File: config.mk
export PLATFORM = sky130hd
export DESIGN_NAME = interval_timer_bank_unit
export DESIGN_NICKNAME = d
export VERILOG_FILES = /design/src/hw/rtl/itb_pkg.sv /design/src/hw/rtl/itb_step_unit.sv /design/src/hw/rtl/interval_timer_bank_unit.sv
export SDC_FILE = /design/constraint.sdc
export NUM_CORES = 1
export LEC_CHECK = 0
export BUFFER_PORTS_ARGS = -buffer_cell sky130_fd_sc_hd__buf_2
export CAP_MARGIN = 10
export CORE_ASPECT_RATIO = 2
export CORE_MARGIN = 2
export CORE_UTILIZATION = 63
export DETAILED_ROUTE_END_ITERATION = 10
export GPL_TIMING_DRIVEN = 0
export PLACE_DENSITY = 0.8
export SLEW_MARGIN = 15
export SYNTH_ARGS = -nofsm -noshare
export SYNTH_HDL_FRONTEND = slang
export SYNTH_HIERARCHICAL = 1
export SYNTH_SLANG_ARGS = --single-unit
File: constraint.sdc
create_clock -name clk_i -period 6.9 [get_ports clk_i]
set_input_delay 0.345 -clock clk_i [delete_from_list [all_inputs] [get_ports clk_i]]
set_output_delay 0.345 -clock clk_i [all_outputs]
set_load 0.05 [all_outputs]
File: src/hw/rtl/itb_pkg.sv
// itb_pkg: shared constants, opcodes and types for the interval timer bank
// used by itb_step_unit and interval_timer_bank_unit; no dependencies
package itb_pkg;

  localparam int TIMER_COUNT = 8;
  localparam int IDX_W = (TIMER_COUNT > 1) ? $clog2(TIMER_COUNT) : 1;
  localparam int CNT_W = 16;

  typedef enum logic [1:0] {
    OP_TICK  = 2'd0,
    OP_START = 2'd1,
    OP_STOP  = 2'd2,
    OP_QUERY = 2'd3
  } itb_op_e;

  // outcome of applying pending ticks to one timer
  typedef struct packed {
    logic             expire;
    logic [CNT_W-1:0] remaining;
  } itb_step_t;

endpackage

File: src/hw/rtl/itb_step_unit.sv
// itb_step_unit: shared subtract-compare unit that ages one timer by the
// pending tick count; depends on itb_pkg
module itb_step_unit import itb_pkg::*; (
  input  logic [CNT_W-1:0] remaining_i,
  input  logic [CNT_W-1:0] reload_i,
  input  logic [CNT_W-1:0] delta_i,
  output itb_step_t        step_o
);

  logic [CNT_W:0] diff;
  logic           at_or_below;
  logic           running;

  // one wide subtract gives both the new count and the compare
  assign diff        = {1'b0, remaining_i} - {1'b0, delta_i};
  assign at_or_below = diff[CNT_W] || (diff[CNT_W-1:0] == '0);
  assign running     = (reload_i != '0);

  // a running timer at or below the delta reloads, others count down to zero
  always_comb begin
    step_o.expire = running && at_or_below;
    if (step_o.expire) begin
      step_o.remaining = reload_i;
    end else if (at_or_below) begin
      step_o.remaining = '0;
    end else begin
      step_o.remaining = diff[CNT_W-1:0];
    end
  end

endmodule

File: src/hw/rtl/interval_timer_bank_unit.sv
// interval_timer_bank_unit: top level of the periodic timer bank with sticky
// expiry flags; depends on itb_pkg and itb_step_unit
//
//  port group        dir   handshake          payload
//  command           in    start_i / busy_o   opcode_i, timer_index_i, interval_value_i
//  result            out   done_o (strobe)    expired_o
//
// tick, start and stop finish without leaving idle: done_o pulses the cycle after the
// transfer and a new command can be taken in that same cycle.
// a query with pending ticks sweeps the bank through the single step unit, one
// timer per cycle, then replies from ST_REPLY; with no pending ticks it goes
// straight to ST_REPLY. busy_o is high meanwhile.
// reset clears all counts, intervals and flags at once; no clearing pass.
// done_o is a one-cycle strobe and the receiver cannot stall it.
module interval_timer_bank_unit import itb_pkg::*; (
  input  logic             clk_i,
  input  logic             rst_ni,
  input  logic             start_i,
  output logic             busy_o,
  input  logic [1:0]       opcode_i,
  input  logic [7:0]       timer_index_i,
  input  logic [CNT_W-1:0] interval_value_i,
  output logic             done_o,
  output logic             expired_o
);

  typedef enum logic [1:0] {
    ST_IDLE,
    ST_SWEEP,
    ST_REPLY
  } state_e;

  state_e           state_q;
  logic [IDX_W-1:0] cnt_q;
  logic [CNT_W-1:0] pend_q;
  logic [CNT_W-1:0] delta_q;
  logic [7:0]       idx_q;
  logic             done_q;
  logic             expired_q;

  logic [CNT_W-1:0] rem_q    [TIMER_COUNT];
  logic [CNT_W-1:0] reload_q [TIMER_COUNT];
  logic             flag_q   [TIMER_COUNT];

  logic       accept;
  logic       idx_ok;
  logic       qidx_ok;
  itb_step_t  step;

  assign accept  = start_i && (state_q == ST_IDLE);
  assign idx_ok  = (timer_index_i < 8'(TIMER_COUNT));
  assign qidx_ok = (idx_q < 8'(TIMER_COUNT));

  // shared unit ages the timer under the sweep counter
  itb_step_unit u_step (
    .remaining_i (rem_q[cnt_q]),
    .reload_i    (reload_q[cnt_q]),
    .delta_i     (delta_q),
    .step_o      (step)
  );

  // sequencer, timer state and registered result
  always_ff @(posedge clk_i or negedge rst_ni) begin
    if (!rst_ni) begin
      state_q   <= ST_IDLE;
      cnt_q     <= '0;
      pend_q    <= '0;
      delta_q   <= '0;
      idx_q     <= '0;
      done_q    <= 1'b0;
      expired_q <= 1'b0;
      for (int t = 0; t < TIMER_COUNT; t++) begin
        rem_q[t]    <= '0;
        reload_q[t] <= '0;
        flag_q[t]   <= 1'b0;
      end
    end else begin
      done_q    <= 1'b0;
      expired_q <= 1'b0;
      case (state_q)
        ST_IDLE: begin
          if (accept) begin
            case (itb_op_e'(opcode_i))
              OP_TICK: begin
                if (pend_q != '1) begin
                  pend_q <= pend_q + CNT_W'(1);
                end
                done_q <= 1'b1;
              end
              OP_START: begin
                if (idx_ok) begin
                  flag_q[timer_index_i[IDX_W-1:0]]   <= 1'b0;
                  rem_q[timer_index_i[IDX_W-1:0]]    <= interval_value_i;
                  reload_q[timer_index_i[IDX_W-1:0]] <= interval_value_i;
                end
                done_q <= 1'b1;
              end
              OP_STOP: begin
                if (idx_ok) begin
                  reload_q[timer_index_i[IDX_W-1:0]] <= '0;
                end
                done_q <= 1'b1;
              end
              OP_QUERY: begin
                idx_q   <= timer_index_i;
                delta_q <= pend_q;
                pend_q  <= '0;
                cnt_q   <= '0;
                state_q <= (pend_q != '0) ? ST_SWEEP : ST_REPLY;
              end
              default: begin
                done_q <= 1'b1;
              end
            endcase
          end
        end
        ST_SWEEP: begin
          rem_q[cnt_q] <= step.remaining;
          if (step.expire) begin
            flag_q[cnt_q] <= 1'b1;
          end
          if (cnt_q == IDX_W'(TIMER_COUNT - 1)) begin
            state_q <= ST_REPLY;
          end else begin
            cnt_q <= cnt_q + IDX_W'(1);
          end
        end
        ST_REPLY: begin
          // read and clear the addressed sticky flag
          if (qidx_ok) begin
            expired_q                  <= flag_q[idx_q[IDX_W-1:0]];
            flag_q[idx_q[IDX_W-1:0]]   <= 1'b0;
          end
          done_q  <= 1'b1;
          state_q <= ST_IDLE;
        end
        default: begin
          state_q <= ST_IDLE;
        end
      endcase
    end
  end

  assign busy_o    = (state_q != ST_IDLE);
  assign done_o    = done_q;
  assign expired_o = expired_q;

  // checks on the sequencer
  a_done_idle: assert property (@(posedge clk_i) disable iff (!rst_ni)
    done_o |-> !busy_o) else $error("result strobe while busy");

  a_exp_done: assert property (@(posedge clk_i) disable iff (!rst_ni)
    expired_o |-> done_o) else $error("expired without result strobe");

  a_cmd_fast: assert property (@(posedge clk_i) disable iff (!rst_ni)
    (accept && (opcode_i != OP_QUERY)) |=> done_o)
    else $error("non-query command did not answer next cycle");

  a_sweep_pend: assert property (@(posedge clk_i) disable iff (!rst_ni)
    (state_q == ST_SWEEP) |-> (pend_q == '0))
    else $error("pending ticks not cleared during sweep");

  a_query_idle: assert property (@(posedge clk_i) disable iff (!rst_ni)
    (accept && (opcode_i == OP_QUERY) && (pend_q == '0)) |=> ##1 done_o)
    else $error("query without pending ticks took too long");

endmodule
Word level (Yosys, flattened, before mapping)
Cells that the tools add are included.
{"block": "op_classes", "n_bitwise": 10, "n_lt_le_gt_ge": 8, "n_addsub": 3, "mux": 53, "n_eq_ne": 18, "reduce_logical": 24}
{"cell": "128-bit two-way mux", "n": 5}
{"cell": "128-bit case mux with 2 select lines", "n": 2}
{"cell": "128-bit bitwise mux", "n": 3}
{"cell": "16-bit two-way mux", "n": 9}
{"cell": "128-bit bitwise AND", "n": 1}
{"cell": "128-bit inverter", "n": 1}
{"cell": "16-bit binary-select mux with 3-bit select", "n": 2}
{"cell": "16-bit demux with 3-bit select", "n": 2}
{"cell": "8-bit two-way mux", "n": 5}
{"cell": "16-bit case mux with 2 select lines", "n": 1}
{"cell": "16-bit nonzero test", "n": 2}
{"cell": "8-bit case mux with 3 select lines", "n": 1}
{"cell": "2-bit inequality test (second input constant)", "n": 9}
{"cell": "16-bit by 16-bit subtractor with 17-bit output", "n": 1}
{"cell": "16-bit by 1-bit adder with 16-bit output (second input constant)", "n": 1}
{"cell": "8-bit bitwise AND", "n": 2}
{"cell": "16-bit logical NOT", "n": 1}
{"cell": "8-bit by 4-bit less-than comparator with 1-bit output (second input constant)", "n": 2}
{"cell": "16-bit inequality test (second input constant)", "n": 1}
{"cell": "8-bit inverter", "n": 2}
{"cell": "4-bit >= comparator (second input constant)", "n": 3}
{"cell": "4-bit by 1-bit less-than comparator with 1-bit output (second input constant)", "n": 3}
{"cell": "3-bit inverter with 4-bit output", "n": 3}
{"cell": "4-bit AND reduction", "n": 3}
{"cell": "other kinds (23)", "n": 51}
{"block": "totals", "output_inout_bits": 3, "inputBits": 29, "wordCells": 147, "reg_bits": 311}

Logic depth before layout (Yosys ltp)
Gate-level depths: netlist of the first run.
{"block": "logic_depth", "depth_word": 11, "depth_mapped": 23, "depth_no_buf": 18}

Hierarchy
Netlist of the first run, hierarchy kept.
{"mod": "interval_timer_bank_unit", "seq_area_each_um2": 7782.5, "cells_per_inst": 1532, "n_inst": 1, "area_each_um2": 16502.1}
{"mod": "itb_step_unit", "seq_area_each_um2": 0.0, "cells_per_inst": 198, "n_inst": 1, "area_each_um2": 1325.0}

Worst setup path after synthesis of the first run
No wires, ideal clock.
{"block": "synth_timing", "path_type": "register to register", "startpoint": "register cnt_q[2]", "endpoint": "register rem_q[24] in the netlist's numbering", "required_time_ns": 6.775, "path_buffers": 5, "path_stages_with_launch": 23, "synth_period_minus_slack_ns": 5.204, "arrival_time_ns": 5.079, "slack_ns": 1.696, "setup_time_ns": 0.125, "path_cell_list": "dfrtp_1 clkbuf_1 buf_1 clkbuf_1 mux2_2 a22oi_1 o221ai_1 inv_1 ha_1 fa_1 nand2b_2 a211oi_4 mux2i_1 nor4_2 nand4_1 or4_4 o21ai_2 buf_6 mux2_4 clkbuf_1 nand4_1 o21ai_0 mux2_2"}
{"item": "start, declared", "line_no": "interval_timer_bank_unit.sv:34", "text": "logic [IDX_W-1:0] cnt_q;"}
{"item": "start signal, assigned", "line_no": "interval_timer_bank_unit.sv:125", "text": "cnt_q <= cnt_q + IDX_W'(1);"}
{"item": "end signal, assigned by index", "line_no": "interval_timer_bank_unit.sv:93", "text": "rem_q[timer_index_i[IDX_W-1:0]] <= interval_value_i;"}
{"item": "end signal, assigned by index", "line_no": "interval_timer_bank_unit.sv:118", "text": "rem_q[cnt_q] <= step.remaining;"}
{"item": "end, declared", "line_no": "interval_timer_bank_unit.sv:41", "text": "logic [CNT_W-1:0] rem_q [TIMER_COUNT];"}

==> metrics, run 1 <==
CP cell instances clkbuf_4, buf_2, inv_1, nor2_1, a221oi_1, o22ai_2, ha_1, a21oi_1, o21ai_1, or4_1, o211a_1, or4_4, o21ai_2, buf_6, mux2_4, clkbuf_1, nand4_1, o21ai_0, mux2_2; proportion of layout cells with a drive suffix above 1 0.264; clock skew 0.0185 ns; post-route setup TNS 0 ns; Setup crit start cnt_q[0]; Final Worst Setup Slack 0.0558 ns; count leader, synth dfrtp_1; yosys warns 6; final setup vio count 0; outcome complete, but fails checks; IO buf count 26; Async SR Flop Fraction 1.00; post-route cell area about 20,000 sq um; family with the most delay on the worst path simple AND/OR/NAND/NOR gates; diode count 0; cts bufs inserted 29; dpl ws -0.574 ns; largest family of logic cells by synthesized area multiplexers; Slowest-stage cell, CP nor2_1; average via count per standard cell between 7 and 8; synthesized area between 15,000 and 20,000 sq um; post-synthesis compound-gate area fraction 0.145; post-synthesis adder-cell area fraction 0.0152; Final Hold Viols 0; I/O pin total 32; Switch Pwr around 4.7 mW; post-CTS setup buffers 0; pwr dens ~490 nW/um^2; H-tree Lvls 1; failing checks max-capacitance violations; deepest clock path buffer count 3; Area Growth Syn to Fin 9.78%; Sw Share 0.494; synth top area cells dfrtp_1, mux2_2, o21ai_0, nand2_1, nand4_1; Initial Utilization 0.637; # rows 87; 1st-iter DRT viols around 2,600; drt pass-1 iters 9; Reg power frac 0.257; total grt overflow 0; Core Box Area between 20,000 and 30,000 sq um; largest net degree at the start of global routing ~110; root buffer cell clkbuf_16; Clock power frac 0.181; Worst EP arrival 7.33 ns; overall die height ~240 um; Nets between 1,500 and 2,000; Critical Path Max Stage Delay ~0.6 ns; area leader, netlist dfrtp_1; Worst-Margin Slew roughly 1.5 ns; CTS tree built; sequential area share after synthesis 0.437; later-pin clock latency in the skew report a little over 0.6 ns; Design Power roughly 9.5 mW; Remaining DRCs 0; fillcell total around 2,100; Clock Pin Slew Worst Setup and Hold Paths roughly 0.070 ns; CP Launch Type flip-flop; max_cap viols 1; detailed-placement wirelength estimate roughly 43 mm; syn_area_per_cell ~10 sq um; Slew HR 0.0191; total track usage 0.437; Fmax achieved 146 MHz; CP Max Fanout 10; Synth Area in XOR/XNOR 0.00344; Syn Nets 1,780; minimum hold slack slightly below 0.05 ns; mux share of post-synthesis cell area 0.213; leakage 8.84 nW; Final Cycle Share 0.992; share of the synthesized area in the top cell type 0.437; initial antenna violation count 1; Internal approximately 4.8 mW; placed cell area around 18,000 sq um; Vias about 16,000; first-pass GRT wire length around 96 mm; synth cell count leaders dfrtp_1, mux2_2, o21ai_0; HP Class in -> reg; Setup CP Type reg -> reg; distinct cell type count after synthesis 84; maximum VDD drop 0.313 mV; min cycle time layout roughly 6.8 ns; Buf/Inv on CP 5; Setup crit end kind flip-flop; vias in the first global route 15,600; die width between 100 and 150 um; Simple-Gate Fraction of Synth Area 0.136; ANT nets after route 0; clock sink count between 300 and 400; Post-synth EDFFs 0; hold path start timer_index_i[1]; GPL Wtd Cong between 1 and 1.5; drt total wl 64.2 mm; reg2reg start cnt_q[0]; Die ar. 29,700 sq um; worst path required time ~7.4 ns; Slew Viols, Final 0; Synth Flop Type dfrtp_1; RSZ-0062 raised after global routing no; Seq cells post-synth roughly 310; wire per inst approximately 30 um; combinational power share 0.562; Gate Count Post-Synth about 1,700
state kept, by name, summed over array words and instances, names as in the netlist:
signal and flops:
done_o 1, reload_q 128, rem_q 128, flag_q 8
idx_q 8, state_q 2, pend_q 16, expired_o 1
delta_q 16, cnt_q 3
per-stage QoR:
stage          cells  utilization
2_1_floorplan   1730            -
3_3_place_gp    2112        0.658
3_5_place_dp    2114        0.660
4_1_cts         2168        0.698
5_1_grt         2168        0.700
6_report        2168        0.700
worst min-delay path, cell delays in order:
cell and delay (ns):
buf_2 0.15, nand2_1 0.07, nand2_1 0.05
cells in the final DEF (no fill, tap or decap), drive strengths merged, types with 12 or more instances in the layout:
cell and instances:
and2 26, nand2b 14, a21oi 50, mux2i 26
buf 74, mux4 12, o22ai 21, nand2 134
nor2 50, mux2 290, nand4 74, nor3 18
a22oi 28, o21ai 163, a221oi 32, ha 20
inv 36, clkbuf 159, nor4 15, nand3 76
dfrtp 311
power groups by stage:
stage               Combinational (mW)  Sequential, mW  Clock (mW)
CTS                               4.98            2.43        1.70
finish                            5.36            2.45        1.72
global placement                  4.89            2.44           0
floorplan                         3.34            2.40           0
detailed placement                4.95            2.46           0
global route                      5.54            2.49        1.78
timing repair:
action / 4_1_cts / 5_1_grt
endpoints found under the hold margin: 108 / 0
resized for setup: 11 / 34
hold buffers: 5 / 0
setup endpoints to repair: 104 / 115
path summary, 6_finish.rpt:
kind | slack, ns | depth (start not counted) | endpoint
worst max-delay path | 0.06 | 19 | rem_q[88]
worst max register to register | 0.06 | 19 | rem_q[88]
max in group asynchronous | 5.49 | 3 | rem_q[17]
worst min-delay path | 0.05 | 3 | idx_q[1]
min in group asynchronous | 0.38 | 2 | reload_q[71]
worst min register to register | 0.48 | 2 | delta_q[12]
area by class of cell:
type                    instances  area (sq um)  area share
plain buffers                 168           783      0.0400
clock buffers                  38           820      0.0419
clock inverters                14           169     0.00863
inverters                      36           136     0.00697
multi-input cells            1212          9190       0.470
flip-flops and latches        311          7780       0.398
well taps                     356           445      0.0228
repair buffers                 33           245      0.0125
logic make-up after synthesis:
kind of cell,Yosys count
buffers and inverters,207
adder cells (fa/ha/maj),21
flip-flops,311
XOR/XNOR,7
multiplexers,328
AND/OR/NAND/NOR,458
AO/OA/AOI/OAI,398
routing by layer:
| metal | GRT usage | vias to the layer above | part of all wire |
|---|---|---|---|
| met5 | 0.0139 | - | 0.00084 |
| met4 | 0.319 | 2 | 0.10 |
| met3 | 0.152 | 439 | 0.13 |
| met2 | 0.619 | 1310 | 0.43 |
| met1 | 0.546 | 7646 | 0.34 |
| li1 | - | 6531 | - |
Power figures use the tool's default switching activity.
==> run 2: changes to the inputs <==
--- a/config.mk
+++ b/config.mk
@@ -7,7 +7,6 @@
 export LEC_CHECK = 0
 export BUFFER_PORTS_ARGS = -buffer_cell sky130_fd_sc_hd__buf_2
 export CAP_MARGIN = 10
-export CORE_ASPECT_RATIO = 2
 export CORE_MARGIN = 2
 export CORE_UTILIZATION = 63
 export DETAILED_ROUTE_END_ITERATION = 10
==> run 2 against run 1 <==
The run now ends clean. Register-to-register slack got worse by 0.03 ns. Maximum frequency fell by 0.39%. Routed wire length rose by 5.0%. Via count rose by 1.7%. Non-clock buffer count fell by 2. Clock-buffer cell count rose by 12. Critical path type unchanged. Critical endpoint is now rem_q[105]. Largest cell class unchanged. Largest power group unchanged.
==> metrics, run 2 (same netlist as run 1, synthesis figures left out) <==
cts bufs inserted 35; drt total wl ~67 mm; H-tree Lvls 2; clock sink count ~310; ANT nets after route 0; outcome complete, no violations; combinational power share 0.549; CP cell instances clkdlybuf4s15_2, buf_2, inv_1, clkbuf_2, a221oi_1, o22ai_1, ha_1, nand2_1, a211oi_4, o21ai_1, a21boi_0, o221ai_1, or4_4, o21ai_2, buf_6, mux2_4, clkbuf_1, nand3_1, o21ai_0, mux2_2; average via count per standard cell around 7.4; post-CTS setup buffers 0; Slew Viols, Final 0; worst path required time ~7.3 ns; fillcell total 2,103; Initial Utilization 0.640; max_cap viols 0; commonest non-fill, non-tap cells in the layout dfrtp_1, mux2_2, o21ai_0, nand2_1, clkbuf_1; Switch Pwr 4.79 mW; GPL Wtd Cong roughly 1.0; Core Box Area between 20,000 and 30,000 sq um; initial antenna violation count 4; Final Util 0.709; first-pass GRT wire length about 100 mm; drt pass-1 iters 8; Fmax achieved around 150 MHz; Slew HR 0.246; wire per inst 30.6 um; Setup crit end kind flip-flop; IO buf count 26; CP Max Fanout 10; vias in the first global route between 15,000 and 20,000; maximum VDD drop between 0.3 and 0.4 mV; Setup CP Type reg -> reg; Die ar. 29,700 sq um; Sw Share 0.489; largest net degree at the start of global routing about 110; # rows between 60 and 70; 1st-iter DRT viols about 2,700; final setup vio count 0; clock skew 0.0195 ns; Area Growth Syn to Fin 10.8%; Vias approximately 16,000; deepest clock path buffer count 3; HP Class in -> reg; root buffer cell clkbuf_16; Slowest-stage cell, CP clkdlybuf4s15_2; proportion of layout cells with a drive suffix above 1 0.265; CTS tree built; CP Launch Type flip-flop; Clock Pin Slew Worst Setup and Hold Paths about 0.06 ns; RSZ-0062 raised after global routing no; top flop regs reload_q x128, rem_q x128; detailed-placement wirelength estimate between 40 and 50 mm; leakage slightly below 9 nW; Clock power frac 0.198; minimum hold slack between 0.03 and 0.04 ns; pwr dens about 500 nW/um^2; min cycle time layout 6.87 ns; I/O pin total 32; Internal 5.00 mW; overall die height around 170 um; later-pin clock latency in the skew report about 0.54 ns; Reg power frac 0.252; Worst-Margin Slew 1.13 ns; commonest non-fill, non-tap cell in the layout dfrtp_1; Worst EP arrival 7.29 ns; Final Hold Viols 0; total track usage 0.463; Remaining DRCs 0; Critical Path Max Stage Delay roughly 0.60 ns; total grt overflow 0; Nets about 1,800; die width 172 um; Final Cycle Share 0.996
==> run 2: cell count changes in the layout (fill, tap and decap cells not counted), moves of 2 or more <==
cell and delta:
clkbuf_1 +4, clkbuf_16 +7, clkbuf_4 -3, clkbuf_8 +3, clkinv_2 -3, diode_2 +2
dlygate4sd3_1 -4, inv_6 +3, o22ai_1 +3, o22ai_2 -3
==> run 2: what timing repair did <==
| item | 4_1_cts | 5_1_grt |
|---|---|---|
| gates resized for setup | 9 | 23 |
| gates cloned | 0 | 0 |
| hold endpoints to repair | 37 | 0 |
| hold buffers | 1 | 0 |
| endpoints found under the setup margin | 108 | 105 |
==> run 2: worst max-delay path, delay by kind of cell, from the launching register on <==
kind,cells,cell delay (ns)
buf+inv,6,2.25
mux,2,0.62
fa+ha+maj,1,0.42
flops,1,0.49
compound gates,8,2.15
simple gates,3,0.77
==> run 2: final timing paths <==
path | cells after the start | endpoint | slack [ns] | from
worst min register to register | 2 | idx_q[6] | 0.48 | idx_q[6]
worst max-delay path | 20 | rem_q[105] | 0.03 | cnt_q[0]
min in group asynchronous | 2 | reload_q[78] | 0.29 | rst_ni
max in group asynchronous | 4 | delta_q[13] | 5.44 | rst_ni
worst min-delay path | 3 | idx_q[6] | 0.03 | timer_index_i[6]
worst max register to register | 20 | rem_q[105] | 0.03 | cnt_q[0]
==> run 2: power by group through the flow <==
stage	clock (mW)	sequential (mW)	combinational [mW]
after floorplan	0	2.40	3.34
after global placement	0	2.45	4.93
after detailed placement	0	2.47	5.00
after CTS	1.93	2.45	5.04
after global routing	2.00	2.50	5.56
final	1.94	2.47	5.38
==> run 2: layout make-up <==
| type | count | area, sq um | share of cell area |
|---|---|---|---|
| diodes | 2 | 5.00 | 0.000253 |
| well taps | 378 | 473 | 0.0239 |
| flip-flops and latches | 311 | 7780 | 0.394 |
| inverters | 36 | 136 | 0.00690 |
| clock inverters | 12 | 138 | 0.00697 |
| clock buffers | 50 | 1040 | 0.0528 |
| repair buffers | 30 | 233 | 0.0118 |
| plain buffers | 169 | 779 | 0.0395 |
| multi-input cells | 1212 | 9160 | 0.464 |
==> run 2: layer usage <==
layer  global-route usage  vias up  share of wire
met4                0.285        0          0.076
met3                0.183      390           0.15
met5                    0        -              0
met2                0.641     1350           0.40
met1                0.609     7899           0.37
li1                     -     6566              -
==> run 2: through the flow <==
stage | total power, mW | setup slack, ns | instance area, sq um | setup TNS [ns] | instances
2_1_floorplan | 5.73 | 1.70 | 17800 | 0 | 1730
3_3_place_gp | 7.37 | -0.410 | 18400 | -111.55 | 2134
3_5_place_dp | 7.47 | -0.356 | 18500 | -14.37 | 2137
4_1_cts | 9.42 | 0.0989 | 19700 | 0 | 2199
5_1_grt | 10.1 | 0.0109 | 19700 | 0 | 2198
6_report | 9.79 | 0.0290 | 19800 | 0 | 2200
